File: config.mk
export PLATFORM = sky130hd
export DESIGN_NAME = sgs_back
export DESIGN_NICKNAME = d
export VERILOG_FILES = /design/src/rtl/sgs_pkg.sv /design/src/rtl/sgs_back.sv
export SDC_FILE = /design/constraint.sdc
export NUM_CORES = 1
export LEC_CHECK = 0
export ABC_AREA = 1
export BUFFER_PORTS_ARGS = -buffer_cell sky130_fd_sc_hd__buf_2
export CAP_MARGIN = 40
export CORE_MARGIN = 2
export CORE_UTILIZATION = 45
export CTS_CLUSTER_DIAMETER = 40
export DETAILED_ROUTE_END_ITERATION = 7
export HOLD_SLACK_MARGIN = 0.02
export PLACE_DENSITY_LB_ADDON = 0.1
export SLEW_MARGIN = 20
export SYNTH_ARGS = -nofsm -noshare
export SYNTH_HDL_FRONTEND = slang
export SYNTH_SLANG_ARGS = --single-unit
File: constraint.sdc
create_clock -name clk -period 4.46 [get_ports clk]
set_clock_uncertainty 0.2 [all_clocks]
set_input_delay 0.892 -clock clk [delete_from_list [all_inputs] [get_ports clk]]
set_output_delay 0.892 -clock clk [all_outputs]
set_load 0.05 [all_outputs]
File: src/rtl/sgs_pkg.sv
package sgs_pkg;

  // Fixed field widths of the sample stream.
  localparam int SGS_SAMPLE_BITS = 16;
  localparam int SGS_MAX_WINDOW  = 15;

  // Configuration register file.
  localparam int CFG_W     = 4;
  localparam int CFG_IDX_W = 1;
  localparam logic [CFG_IDX_W-1:0] REG_WINDOW = 1'b0;
  localparam logic [CFG_IDX_W-1:0] REG_ORDER  = 1'b1;
  localparam logic [CFG_W-1:0]     WINDOW_RST = 4'd5;
  localparam logic [CFG_W-1:0]     ORDER_RST  = 4'd2;

  // Largest window the register can express, and the tail it can leave behind.
  localparam int VIEW_D = 2**CFG_W - 1;
  localparam int TAIL_D = VIEW_D / 2 + 1;
  localparam int IDX_W  = $clog2(TAIL_D);
  localparam int CNT_W  = $clog2(TAIL_D + 1);

  // Job queue between the front and the result sequencer.
  localparam int QDEPTH = 8;

  // Arithmetic.
  localparam int FRAC_BITS = 18;
  localparam int RCP_W     = 17;
  localparam int COEF_W    = 9;
  localparam int SUM_W     = SGS_SAMPLE_BITS + 10;

  // Smoothing modes.
  localparam logic [1:0] MODE_MA   = 2'd0;
  localparam logic [1:0] MODE_SG52 = 2'd1;
  localparam logic [1:0] MODE_SG72 = 2'd2;
  localparam logic [1:0] MODE_SG73 = 2'd3;

  typedef logic signed [SGS_SAMPLE_BITS-1:0] smp_t;
  typedef smp_t [TAIL_D-1:0] tail_t;

  typedef struct packed {
    smp_t sample;
    logic last_sample;
  } in_beat_t;

  typedef struct packed {
    smp_t smoothed;
    logic last_result;
    logic record_too_short;
    logic config_error;
  } out_beat_t;

  // What the result sequencer must do for one accepted sample.
  typedef struct packed {
    logic             err;
    logic             last;
    logic             short_rec;
    logic             has_smooth;
    logic [IDX_W-1:0] half;
    logic [IDX_W-1:0] p0;
    logic [CNT_W-1:0] cnt;
  } job_t;

  // What the arithmetic pipeline needs for one job.
  typedef struct packed {
    logic [1:0]       mode;
    logic [CFG_W-1:0] win_len;
    logic [RCP_W-1:0] rcp;
  } ctl_t;

  typedef struct packed {
    job_t  job;
    tail_t tail;
    smp_t  smooth;
  } qent_t;

  // Q0.18 reciprocal of the denominator, rounded to nearest.
  function automatic logic [RCP_W-1:0] sgs_recip(input logic [1:0] mode,
                                                 input logic [CFG_W-1:0] wl);
    logic [RCP_W-1:0] r;
    r = '0;
    case (mode)
      MODE_SG52: r = RCP_W'(7490);
      MODE_SG72: r = RCP_W'(12483);
      MODE_SG73: r = RCP_W'(1135);
      default: begin
        case (wl)
          4'd3:    r = RCP_W'(87381);
          4'd5:    r = RCP_W'(52429);
          4'd7:    r = RCP_W'(37449);
          4'd9:    r = RCP_W'(29127);
          4'd11:   r = RCP_W'(23831);
          4'd13:   r = RCP_W'(20165);
          4'd15:   r = RCP_W'(17476);
          default: r = '0;
        endcase
      end
    endcase
    return r;
  endfunction

  // Integer coefficient k of a Savitzky-Golay mode, center first.
  function automatic logic signed [COEF_W-1:0] sgs_coef(input logic [1:0] mode,
                                                        input logic [1:0] k);
    logic signed [COEF_W-1:0] c;
    c = '0;
    case (mode)
      MODE_SG52: begin
        case (k)
          2'd0:    c = 9'sd17;
          2'd1:    c = 9'sd12;
          2'd2:    c = -9'sd3;
          default: c = '0;
        endcase
      end
      MODE_SG72: begin
        case (k)
          2'd0:    c = 9'sd7;
          2'd1:    c = 9'sd6;
          2'd2:    c = 9'sd3;
          default: c = -9'sd2;
        endcase
      end
      MODE_SG73: begin
        case (k)
          2'd0:    c = 9'sd131;
          2'd1:    c = 9'sd75;
          2'd2:    c = -9'sd30;
          default: c = 9'sd5;
        endcase
      end
      default: c = '0;
    endcase
    return c;
  endfunction

endpackage

File: src/rtl/sgs_back.sv
module sgs_back
  import sgs_pkg::*;
(
  input  logic      clk,
  input  logic      rst_n,
  input  logic      q_empty,
  input  qent_t     head,
  output logic      pop,
  output logic      out_valid,
  input  logic      out_stall,
  output out_beat_t out_beat
);

  logic [IDX_W-1:0] k_r, k_nxt;
  logic             out_valid_r;
  out_beat_t        out_beat_r, beat_nxt;
  logic             room, adv, fin;
  logic [IDX_W-1:0] p;

  always_comb begin
    room = !out_valid_r || !out_stall;
    adv  = room && !q_empty;
    p    = head.job.p0 - k_r;
    fin  = (CNT_W'(k_r) + CNT_W'(1) == head.job.cnt);
    pop  = adv && fin;
    k_nxt = fin ? '0 : IDX_W'(k_r + 1'b1);

    beat_nxt.config_error     = head.job.err;
    beat_nxt.last_result      = fin && head.job.last;
    beat_nxt.record_too_short = fin && head.job.short_rec;
    if (head.job.err) begin
      beat_nxt.smoothed = '0;
    end else if (head.job.has_smooth && p == head.job.half) begin
      beat_nxt.smoothed = head.smooth;
    end else begin
      beat_nxt.smoothed = head.tail[p];
    end
  end

  always_ff @(posedge clk) begin
    if (!rst_n) begin
      k_r         <= '0;
      out_valid_r <= 1'b0;
    end else begin
      if (adv) begin
        k_r <= k_nxt;
      end
      if (room) begin
        out_valid_r <= !q_empty;
      end
    end
  end

  always_ff @(posedge clk) begin
    if (adv) begin
      out_beat_r <= beat_nxt;
    end
  end

  assign out_valid = out_valid_r;
  assign out_beat  = out_beat_r;

endmodule

# After elaboration in Yosys (flattened, before gate mapping)

Cells that the tools add are included.

Bits in registers: 23
Latch bits: 0
RAM bits: 0
ROM bits: 0
Word-level logic and storage cells: 25
Memories kept: 0

$add $sub $neg: 3
$mul: 0
Div/mod/pow operators: 0
$lt $le $gt $ge: 1
Equality and inequality tests: 2
Shift operators: 0
Multiplexer cells: 4
Bitwise logic cells: 0
Reduce and logical (&&, ||, !) cells: 9

Operator list:

| kind                                                                          | count |
|---|---|
| 16-bit binary-select mux with 3-bit select                                    | 1 |
| 16-bit two-way mux                                                            | 2 |
| 1-bit logical AND                                                             | 5 |
| 3-bit by 1-bit adder with 4-bit output (second input constant)                | 1 |
| 4-bit equality test                                                           | 1 |
| 3-bit by 4-bit less-than comparator with 1-bit output (second input constant) | 1 |
| 3-bit by 1-bit adder with 3-bit output (second input constant)                | 1 |
| 3-bit equality test                                                           | 1 |
| 1-bit logical NOT                                                             | 3 |
| 3-bit two-way mux                                                             | 1 |
| 3-bit subtractor                                                              | 1 |
| 1-bit logical OR                                                              | 1 |

# Logic depth before layout (Yosys ltp)

Gate-level depths: netlist (run 1).

Depth after elaboration: 4
Depth in mapped cells: 15

# Worst setup path before layout (run 1)

No wires, ideal clock.

Kind: input -> output
Start point: input out_stall
End point: output pop
Data arrival time: 2.718 ns
Data required time: 3.368 ns
Path slack: 0.650 ns
Cell stages on the path: 5
Buffers on the path: 0
Path through: nand2_1 > inv_1 > nor2_1 > inv_1 > nor2_2

Longest elaborated chain between the ends: 4

Ends and longest elaborated chain:

| item               | line           | RTL |
|---|---|---|
| start: declaration | sgs_back.sv:10 | `input logic out_stall,` |
| 1-bit logical NOT  | sgs_back.sv:21 | `room = !out_valid_r \|\| !out_stall;` |
| 1-bit logical OR   | sgs_back.sv:21 |  |
| 1-bit logical AND  | sgs_back.sv:22 | `adv = room && !q_empty;` |
| named net adv      | sgs_back.sv:17 | `logic room, adv, fin;` |
| 1-bit logical AND  | sgs_back.sv:25 | `pop = adv && fin;` |
| end: declaration   | sgs_back.sv:8  | `output logic pop,` |

The timed path passes the listed nets, and every way through them passes these cells.

# Final worst setup path (run 1)

Start point: input head[148] in the netlist's numbering
End point: register out_beat_r (netlist bit out_beat[10]) (data pin)

Longest elaborated chain between the ends: 4

Ends and longest elaborated chain:

| item                                                                                     | line                           | RTL |
|---|---|---|
| start: declaration                                                                       | sgs_back.sv:7                  | `input qent_t head,` |
| 3-bit subtractor *                                                                       | sgs_back.sv:23                 | `p = head.job.p0 - k_r;` |
| 16-bit binary-select mux with 3-bit select / 3-bit equality test (equally long branches) | sgs_back.sv:36, sgs_back.sv:33 |  |
| 16-bit two-way mux (implied by the code) / 1-bit logical AND (equally long branches)     | sgs_back.sv:36, sgs_back.sv:33 |  |
| 16-bit two-way mux *                                                                     | sgs_back.sv:33                 | `end else if (head.job.has_smooth && p == head.job.half) begin` |
| end signal: assignment                                                                   | sgs_back.sv:56                 | `out_beat_r <= beat_nxt;` |
| end: declaration                                                                         | sgs_back.sv:16                 | `out_beat_t out_beat_r, beat_nxt;` |

Every way passes the cells marked *; elsewhere a longest branch is shown, timed or not. The select of a mux whose other input is x is not followed.
A chain may end at the register's enable or synchronous reset.

==> metrics.cfg, run 1 <==
[run_status]
failed_checks=DRC
status=finished with violations

[setup_path]
required_ps=4390
critPathLaunchType=primary input
reg2reg_slack_ps=1380
criticalPathCategory=primary input to register
cp-end-kind=register
cp.arrival_ps=3300
cp_max_fo=25

[sta]
max-slew-margin-rel_pct=51.9
finalCritPeriodShare_pct=75.4
drv_slew=0
setup_viol=0
rsz0062_at_grt=false
fin_tns_setup_ps=0
finalHoldViolations=0
min_period_ps=3360
fmax_mhz=297
worst_slew_pin_slew_ps=720

[routing]
avgRoutedWirePerCell_um=11.3
drt_iter0_markers=225
route.detailed.drc=12
first_pass_iters=7
vias=3593
drtAntennaViolNets=0
via_per_inst=4.57
route.final.wire_length_um=8890

[placed_design]
port_buffers=182
place_congestion=0.841
placed_area_um2=3880
post-dp-hpwl_um=7000

[pwr]
p_int_uw=542
seqPwrFrac_pct=26.6
clockPowerShare_pct=13.2
pwr-share-comb_pct=60.3
leakagePower_nw=2.54
p_total_mw=1.03
netSwitchingFraction_pct=47.3
peakVddDrop_mv=0.210
p_per_area_nw_per_um2=262
power.switching_uw=487

[global_route]
met2_usage_pct=45.9
busiest_layer=met2
grt_pass1_wl_um=14300
met1_usage_pct=27.2
met3_usage_pct=3.18
grt-ovfl-total=0
antenna_found_initial=0
first_global_vias=3286
grt_max_degree=65
grtUsageTotal_pct=23.7

[cts]
cts-hold-fix-buffers=0
cts_resized=0
htreeDepth=1
cts_tree=done
cts_sinks=23
clk_latency_ps=270
cts_buffer_depth=2
root_buffer=clkbuf_8
clkTransAtPathRegs_ps=90
post_cts_buffers=0
numCtsBuffers=3

[logic_synthesis]
synth_top_area_share_pct=30.3
synthesis.instances=546
yosysWarnings=0
synth_nets=711
synth_area_leaders=nand2_1, edfxtp_1, inv_1, nand3_1, nand3_2
yosysSeqAreaShare_pct=21.6
syn_area_um2=3020
ys_types=27
ys_ff_latch=23
yosysTopAreaCell=nand2_1
synth.avg_cell_area_um2=5.53

[die]
start_util_pct=47.0
num_rows=29
dieArea_um2=7380
die_y_um=85.9
ios=183
core_um2=6420
die_x_um=85.9

[finish]
areaGrowthSynthToFinish_pct=30.1
final_cell_mix=nand2_1, buf_2, inv_1
design_area_um2=3930
multiInputGateArea_um2=1770
post-route-util_pct=61.2
final_common_cell=nand2_1
drive_gt1_share_pct=31.3
n_antenna_cell=0
final-seq-area_um2=651
fillCellCount=681
fin_nets=876

[worst_hold_path]
hp-class=register to register

[job]
drv_cap=0

-- metrics by stage --
| step | setup slack (ps) | hold slack [ps] | cells |
|---|---|---|---|
| after floorplan | 650 | 392 | 546 |
| after global placement | 887 | 267 | 782 |
| after detailed placement | 785 | 268 | 783 |
| after CTS | 1070 | 279 | 787 |
| after global routing | 843 | 304 | 787 |
| final | 1100 | 276 | 787 |
-- cells in the mapped netlist (all sizes together) --
master    n
nand3    89
buf      23
xor2      1
nor2     26
nand2   250
or2       1
o21ai     3
inv     107
fa        1
ha        2
edfxtp   19
dfxtp     4
xnor2     3
nand3b    1
clkbuf    4
a21oi    12
-- worst paths after layout --
path,start,depth (start not counted),end
worst min-delay path,out_valid,2,out_valid
worst min register to register,out_valid,2,out_valid
worst max-delay path,head[148],13,out_beat[10]
worst max register to register,k_r[0],11,out_beat[10]
-- power groups by stage --
| stage | Sequential, mW | Clock [mW] | Combinational, mW |
|---|---|---|---|
| 2_1_floorplan | 0.350 | 0 | 0.399 |
| 3_3_place_gp | 0.278 | 0 | 0.611 |
| 3_5_place_dp | 0.279 | 0 | 0.622 |
| 4_1_cts | 0.274 | 0.136 | 0.624 |
| 5_1_grt | 0.276 | 0.144 | 0.697 |
| 6_report | 0.273 | 0.136 | 0.620 |
-- critical path, stage by stage --
cell     delay (ps)
buf_2            90
inv_1            50
ha_2            150
inv_1            40
fa_1            730
inv_2            60
nand2_1          60
nand3_1         100
nor2_4          570
nand3_2         280
nand2_1         110
inv_1            40
nor2_1          110
-- sequential cells by signal, indices dropped and copies added, names as in the netlist --
signal	flops
k_r	3
out_valid	1
out_beat	19
-- routing by layer --
layer | part of all wire, % | up-vias
met3 | 4.8 | 8
met5 | 0 | -
met1 | 41 | 1526
li1 | - | 1961
met2 | 53 | 98
met4 | 0.92 | 0
-- area by class of cell --
class | count | area share (%)
Timing Repair Buffer | 187 | 24.5
Clock inverter | 1 | 0.127
Tap cell | 77 | 2.45
Sequential cell | 23 | 16.6
Clock buffer | 3 | 1.05
Multi-Input combinational cell | 389 | 45.1
Inverter | 107 | 10.2
-- logic make-up after synthesis --
group	count (synthesis)	synth area share (%)
compound gates	15	2.86
fa+ha+maj	3	1.49
simple gates	367	53.0
xor+xnor	4	1.16
buf+inv	134	19.9
flops	23	21.6
No activity file was read; power rests on OpenSTA's default activity.
==> inputs of run 2 (changes only) <==
--- a/config.mk
+++ b/config.mk
@@ -9,7 +9,7 @@
 export BUFFER_PORTS_ARGS = -buffer_cell sky130_fd_sc_hd__buf_2
 export CAP_MARGIN = 40
 export CORE_MARGIN = 2
-export CORE_UTILIZATION = 45
+export CORE_UTILIZATION = 40
 export CTS_CLUSTER_DIAMETER = 40
 export DETAILED_ROUTE_END_ITERATION = 7
 export HOLD_SLACK_MARGIN = 0.02
==> constraint.sdc (replaced) <==
create_clock -name clk -period 2.75 [get_ports clk]
set_clock_uncertainty 0.2 [all_clocks]
set_input_delay 0.55 -clock clk [delete_from_list [all_inputs] [get_ports clk]]
set_output_delay 0.55 -clock clk [all_outputs]
set_load 0.05 [all_outputs]
==> run 2 against run 1 <==
The run now ends clean. Via count increased by 3.2%. Highest routed layer unchanged. First-iteration DRC count decreased by 46%. Clock power increased by 50%. Sequential share of layout area decreased by 0.39 points. Largest power group unchanged. Sequential cell count unchanged. Critical endpoint is now pop.
==> metrics.cfg, run 2 (synthesis gave the netlist of run 1 again) <==
[sta]
finalHoldViolations=0  ; unchanged
rsz0062_at_grt=false  ; unchanged
max-slew-margin-rel_pct=66.0  ; was 51.9%
fmax_mhz=382
worst_slew_pin_slew_ps=510  ; was 720 ps
min_period_ps=2620
setup_viol=0  ; unchanged
finalCritPeriodShare_pct=95.3
drv_slew=0  ; unchanged

[pwr]
p_per_area_nw_per_um2=420  ; was 262 nW/µm²
leakagePower_nw=2.57  ; was 2.54 nW
p_total_mw=1.69  ; was 1.03 mW
peakVddDrop_mv=0.204  ; was 0.210 mV

[placed_design]
dp_cells=809  ; was 783
place_congestion=0.796  ; was 0.841
port_buffers=182  ; unchanged
placed_area_um2=3980  ; was 3880 µm²
post-dp-hpwl_um=7140  ; was 7000 µm

[setup_path]
critPathMaxStageDelay_ps=430  ; was 730 ps
cp_max_fo=5  ; was 25
cp_cell_sequence=ha_1 -> xor2_1 -> a21oi_1 -> nand3b_1 -> nor2_2 -> buf_2  ; was buf_2 -> inv_1 -> ha_2 -> inv_1 -> fa_1 -> inv_2 -> nand2_1 -> nand3_1 -> nor2_4 -> nand3_2 -> nand2_1 -> inv_1 -> nor2_1
cp.arrival_ps=1870  ; was 3300 ps
worstReg2RegEnd=out_beat[5]  ; was out_beat[10]
critPathLaunchType=register  ; was primary input
cp-end-kind=output port  ; was register
required_ps=2000  ; was 4390 ps
reg2reg_slack_ps=190  ; was 1380 ps
crit_start=k_r[0]  ; was head[148]
cp_top_family=flip-flops  ; was simple AND/OR/NAND/NOR gates
r2r_cells=11  ; unchanged
cp_slowest_cell=dfxtp_1  ; was fa_1
criticalPathCategory=register to output port  ; was primary input to register
rr_startpoint=k_r[0]  ; unchanged
crit_buf_inv=1  ; was 5

[cts]
clkTransAtPathRegs_ps=80  ; was 90 ps
cts_sinks=23  ; unchanged
htreeDepth=1  ; unchanged
cts_resized=0  ; unchanged
clk_latency_ps=260  ; was 270 ps
cts_tree=done  ; unchanged
post_cts_buffers=0  ; unchanged
cts_buffer_depth=2  ; unchanged
root_buffer=clkbuf_8  ; unchanged
numCtsBuffers=3  ; unchanged
cts-hold-fix-buffers=0  ; unchanged

[global_route]
antenna_found_initial=0  ; unchanged
grt-ovfl-total=0  ; unchanged
grtUsageTotal_pct=20.3  ; was 23.7%
grt_pass1_wl_um=14300  ; about the same
grt_max_degree=43  ; was 65
first_global_vias=3352  ; was 3286

[routing]
avgRoutedWirePerCell_um=10.7  ; was 11.3 µm
route.detailed.drc=0  ; was 12
drt_iter0_markers=122  ; was 225
via_per_inst=4.56  ; was 4.57
route.final.wire_length_um=8720  ; was 8890 µm
vias=3708  ; was 3593
first_pass_iters=4  ; was 7
drtAntennaViolNets=0  ; unchanged

[die]
num_rows=31  ; was 29
dieArea_um2=8260  ; was 7380 µm²
core_um2=7290  ; was 6420 µm²
ios=183  ; unchanged
start_util_pct=41.4  ; was 47.0%
die_x_um=90.9  ; was 85.9 µm
die_y_um=90.9  ; was 85.9 µm

[finish]
post-route-util_pct=55.1  ; was 61.2%
final_cell_mix=nand2_1, buf_2, inv_1  ; unchanged
areaGrowthSynthToFinish_pct=33.3  ; was 30.1%
fillCellCount=804  ; was 681
largest_register_ffs=19  ; unchanged
multiInputGateArea_um2=1770  ; unchanged
n_antenna_cell=0  ; unchanged
fin_nets=880  ; was 876
final-seq-area_um2=651  ; unchanged
drive_gt1_share_pct=31.5  ; was 31.3%
final_common_cell=nand2_1  ; unchanged
fin_cells=813  ; was 787
design_area_um2=4020  ; was 3930 µm²

[worst_hold_path]
whs_path_depth=2  ; unchanged
hp-start=out_valid  ; unchanged
hp-class=register to register  ; unchanged
holdPathEnd=out_valid  ; unchanged

[job]
drv_cap=0  ; unchanged

[run_status]
status=complete, no violations  ; was finished with violations

-- run 2: worst min-delay path: cells and delay by family (launching register included) --
family | cells | cell delay (ps)
and+or+nand+nor | 1 | 70
AOI/OAI and AO/OA | 1 | 60
DFF | 1 | 310
-- run 2: worst max-delay path by stage --
stage	to	cells past startpoint
6_report	pop	6
5_1_grt	pop	6
4_1_cts	pop	6
3_5_place_dp	out_beat[5]	13
3_3_place_gp	out_beat[9]	13
2_1_floorplan	pop	5
-- run 2: layout make-up --
| class | count | area share [%] |
|---|---|---|
| Clock buffer | 4 | 1.12 |
| Sequential cell | 23 | 16.2 |
| Inverter | 107 | 9.99 |
| Timing Repair Buffer | 191 | 25.6 |
| Tap cell | 99 | 3.08 |
| Multi-Input combinational cell | 389 | 44.1 |
-- run 2: routing by layer --
layer  wire length (µm)  share of wire (%)  track usage (%)
met1               3990                 46             27.5
met3                651                7.5             1.67
met4                 51               0.58             3.28
met5                  0                  0                0
met2               4030                 46             35.8
-- run 2: where the power goes --
group	total (mW)	internal (mW)	switching (mW)
combinational	1.04	0.379	0.662
clock	0.204	0.103	0.101
sequential	0.442	0.428	0.0141
-- run 2: per-stage QoR --
| stage | hold WS (ps) | TNS (ps) | setup WS (ps) |
|---|---|---|---|
| 2_1_floorplan | 392 | 0 | 7.88 |
| 3_3_place_gp | 260 | 0 | 46.2 |
| 3_5_place_dp | 267 | -8.14 | -8.14 |
| 4_1_cts | 279 | 0 | 118 |
| 5_1_grt | 286 | 0 | 4.48 |
| 6_report | 276 | 0 | 129 |
==> inputs of run 3 (changes only) <==
--- a/config.mk
+++ b/config.mk
@@ -10,9 +10,9 @@
 export CAP_MARGIN = 40
 export CORE_MARGIN = 2
 export CORE_UTILIZATION = 40
+export CTS_BUF_LIST = sky130_fd_sc_hd__clkbuf_8 sky130_fd_sc_hd__clkbuf_16
 export CTS_CLUSTER_DIAMETER = 40
 export DETAILED_ROUTE_END_ITERATION = 7
-export HOLD_SLACK_MARGIN = 0.02
 export PLACE_DENSITY_LB_ADDON = 0.1
 export SLEW_MARGIN = 20
 export SYNTH_ARGS = -nofsm -noshare
==> run 3 against run 2 <==
Setup slack worse by 0.72 ps. Clock power barely moved. Critical endpoint unchanged. Combinational power barely moved. Global-route usage did not move.
==> metrics.cfg, run 3 (synthesis gave the netlist of run 1 again) <==
[routing]
drt_iter0_markers=122  ; unchanged
via_per_inst=4.56  ; about the same
first_pass_iters=4  ; unchanged
route.final.wire_length_um=8730  ; was 8720 µm
avgRoutedWirePerCell_um=10.7  ; about the same
vias=3711  ; was 3708
drtAntennaViolNets=0  ; unchanged
route.detailed.drc=0  ; unchanged

[setup_path]
crit_cells=6  ; unchanged
r2r_cells=11  ; unchanged
crit_start=k_r[0]  ; unchanged
crit_buf_inv=1  ; unchanged
cp.arrival_ps=1870  ; about the same
critPathMaxStageDelay_ps=430  ; about the same
rr_startpoint=k_r[0]  ; unchanged
cp_max_fo=5  ; unchanged
critPathLaunchType=register  ; unchanged
cp_cell_sequence=ha_1 -> xor2_1 -> a21oi_1 -> nand3b_1 -> nor2_2 -> buf_2  ; unchanged
criticalPathCategory=register to output port  ; unchanged
cp_top_family=flip-flops  ; unchanged
cp_slowest_cell=dfxtp_1  ; unchanged
cp-end-kind=output port  ; unchanged
required_ps=2000  ; about the same
reg2reg_slack_ps=190  ; about the same

[cts]
cts_tree=done  ; unchanged
cts_resized=0  ; unchanged
post_cts_buffers=0  ; unchanged
htreeDepth=1  ; unchanged
cts_sinks=23  ; unchanged
clkTransAtPathRegs_ps=80  ; about the same
numCtsBuffers=3  ; unchanged
root_buffer=clkbuf_8  ; unchanged
cts-hold-fix-buffers=0  ; unchanged
cts_buffer_depth=2  ; unchanged
clk_latency_ps=260  ; about the same

[global_route]
grt-ovfl-total=0  ; unchanged
met3_usage_pct=1.67  ; unchanged
antenna_found_initial=0  ; unchanged
met2_usage_pct=35.8  ; unchanged
grt_max_degree=43  ; unchanged
grtUsageTotal_pct=20.3  ; unchanged
grt_pass1_wl_um=14300  ; unchanged
busiest_layer=met2  ; unchanged
first_global_vias=3352  ; unchanged
met1_usage_pct=27.5  ; unchanged

[finish]
largest_register_ffs=19  ; unchanged
fin_nets=880  ; unchanged
final_common_cell=nand2_1  ; unchanged
final_cell_mix=nand2_1, buf_2, inv_1  ; unchanged
areaGrowthSynthToFinish_pct=33.3  ; unchanged
n_antenna_cell=0  ; unchanged
drive_gt1_share_pct=31.5  ; unchanged

[die]
ios=183  ; unchanged
start_util_pct=41.4  ; unchanged
core_um2=7290  ; unchanged
die_x_um=90.9  ; unchanged
dieArea_um2=8260  ; unchanged
die_y_um=90.9  ; unchanged
num_rows=31  ; unchanged

[sta]
rsz0062_at_grt=false  ; unchanged
timing.hold.ws_ps=276  ; about the same
finalHoldViolations=0  ; unchanged
max-slew-margin-rel_pct=66.1  ; was 66.0%
setup_viol=0  ; unchanged
worst_slew_pin_slew_ps=508  ; was 510 ps
finalCritPeriodShare_pct=95.3  ; about the same
drv_slew=0  ; unchanged
fin_ws_ps=128  ; was 129 ps
fmax_mhz=381  ; was 382 MHz
min_period_ps=2620  ; about the same

[pwr]
netSwitchingFraction_pct=46.2  ; was 46.1%
p_per_area_nw_per_um2=419  ; was 420 nW/µm²
seqPwrFrac_pct=26.2  ; about the same
clockPowerShare_pct=11.9  ; was 12.1%
p_int_uw=907  ; was 910 µW
peakVddDrop_mv=0.205  ; was 0.204 mV
leakagePower_nw=2.57  ; about the same
pwr-share-comb_pct=61.8  ; was 61.7%
power.switching_uw=779  ; was 777 µW

[placed_design]
port_buffers=182  ; unchanged
pre_cts_slack_ps=-8.14  ; unchanged
place_congestion=0.796  ; unchanged
post-dp-hpwl_um=7140  ; unchanged

[job]
drv_cap=0  ; unchanged

[worst_hold_path]
hp-start=out_valid  ; unchanged
whs_path_depth=2  ; unchanged
hp-class=register to register  ; unchanged

[run_status]
status=complete, no violations  ; unchanged

==> run 3: area by class of cell <==
cell class	count	area, µm²
inverter	107	402
multi-input combinational	389	1770
clock buffer	3	41.3
sequential	23	651
fill	804	3270
clock inverter	1	3.75
tap	99	124
timing repair buffer	191	1030
==> run 3: final timing paths <==
check | endpoint
worst max register to register | out_beat[5]
worst min-delay path | out_valid
worst min register to register | out_valid
worst max-delay path | pop
==> run 3: worst min-delay path, cell delays in order, from the launching register on <==
cell	delay, ps
dfxtp_1	310
nand2_1	70
a21oi_1	60
==> run 3: power by group through the flow <==
stage	Sequential (mW)	Combinational [mW]	Clock [mW]
finish	0.442	1.04	0.201
global route	0.446	1.17	0.218
CTS	0.442	1.05	0.206
detailed placement	0.451	1.05	0
global placement	0.450	1.04	0
floorplan	0.568	0.647	0
==> run 3: per-stage QoR <==
step	utilization, %	total power, mW	setup TNS, ps	cell area, µm²	std cells
after floorplan	-	1.21	0	3020	546
after global placement	54.5	1.49	0	3980	809
after detailed placement	54.5	1.50	-8.14	3980	809
after CTS	55.1	1.70	0	4020	813
after global routing	55.1	1.84	0	4020	813
final	55.1	1.69	0	4020	813
==> run 3: metal layers <==
metal  share of wire, %  up-vias  wire, µm
met3                7.3        6       636
met5                  0        -         0
li1                   -     1971         -
met2                 46      141      4020
met1                 46     1593      4020
met4               0.58        0        51
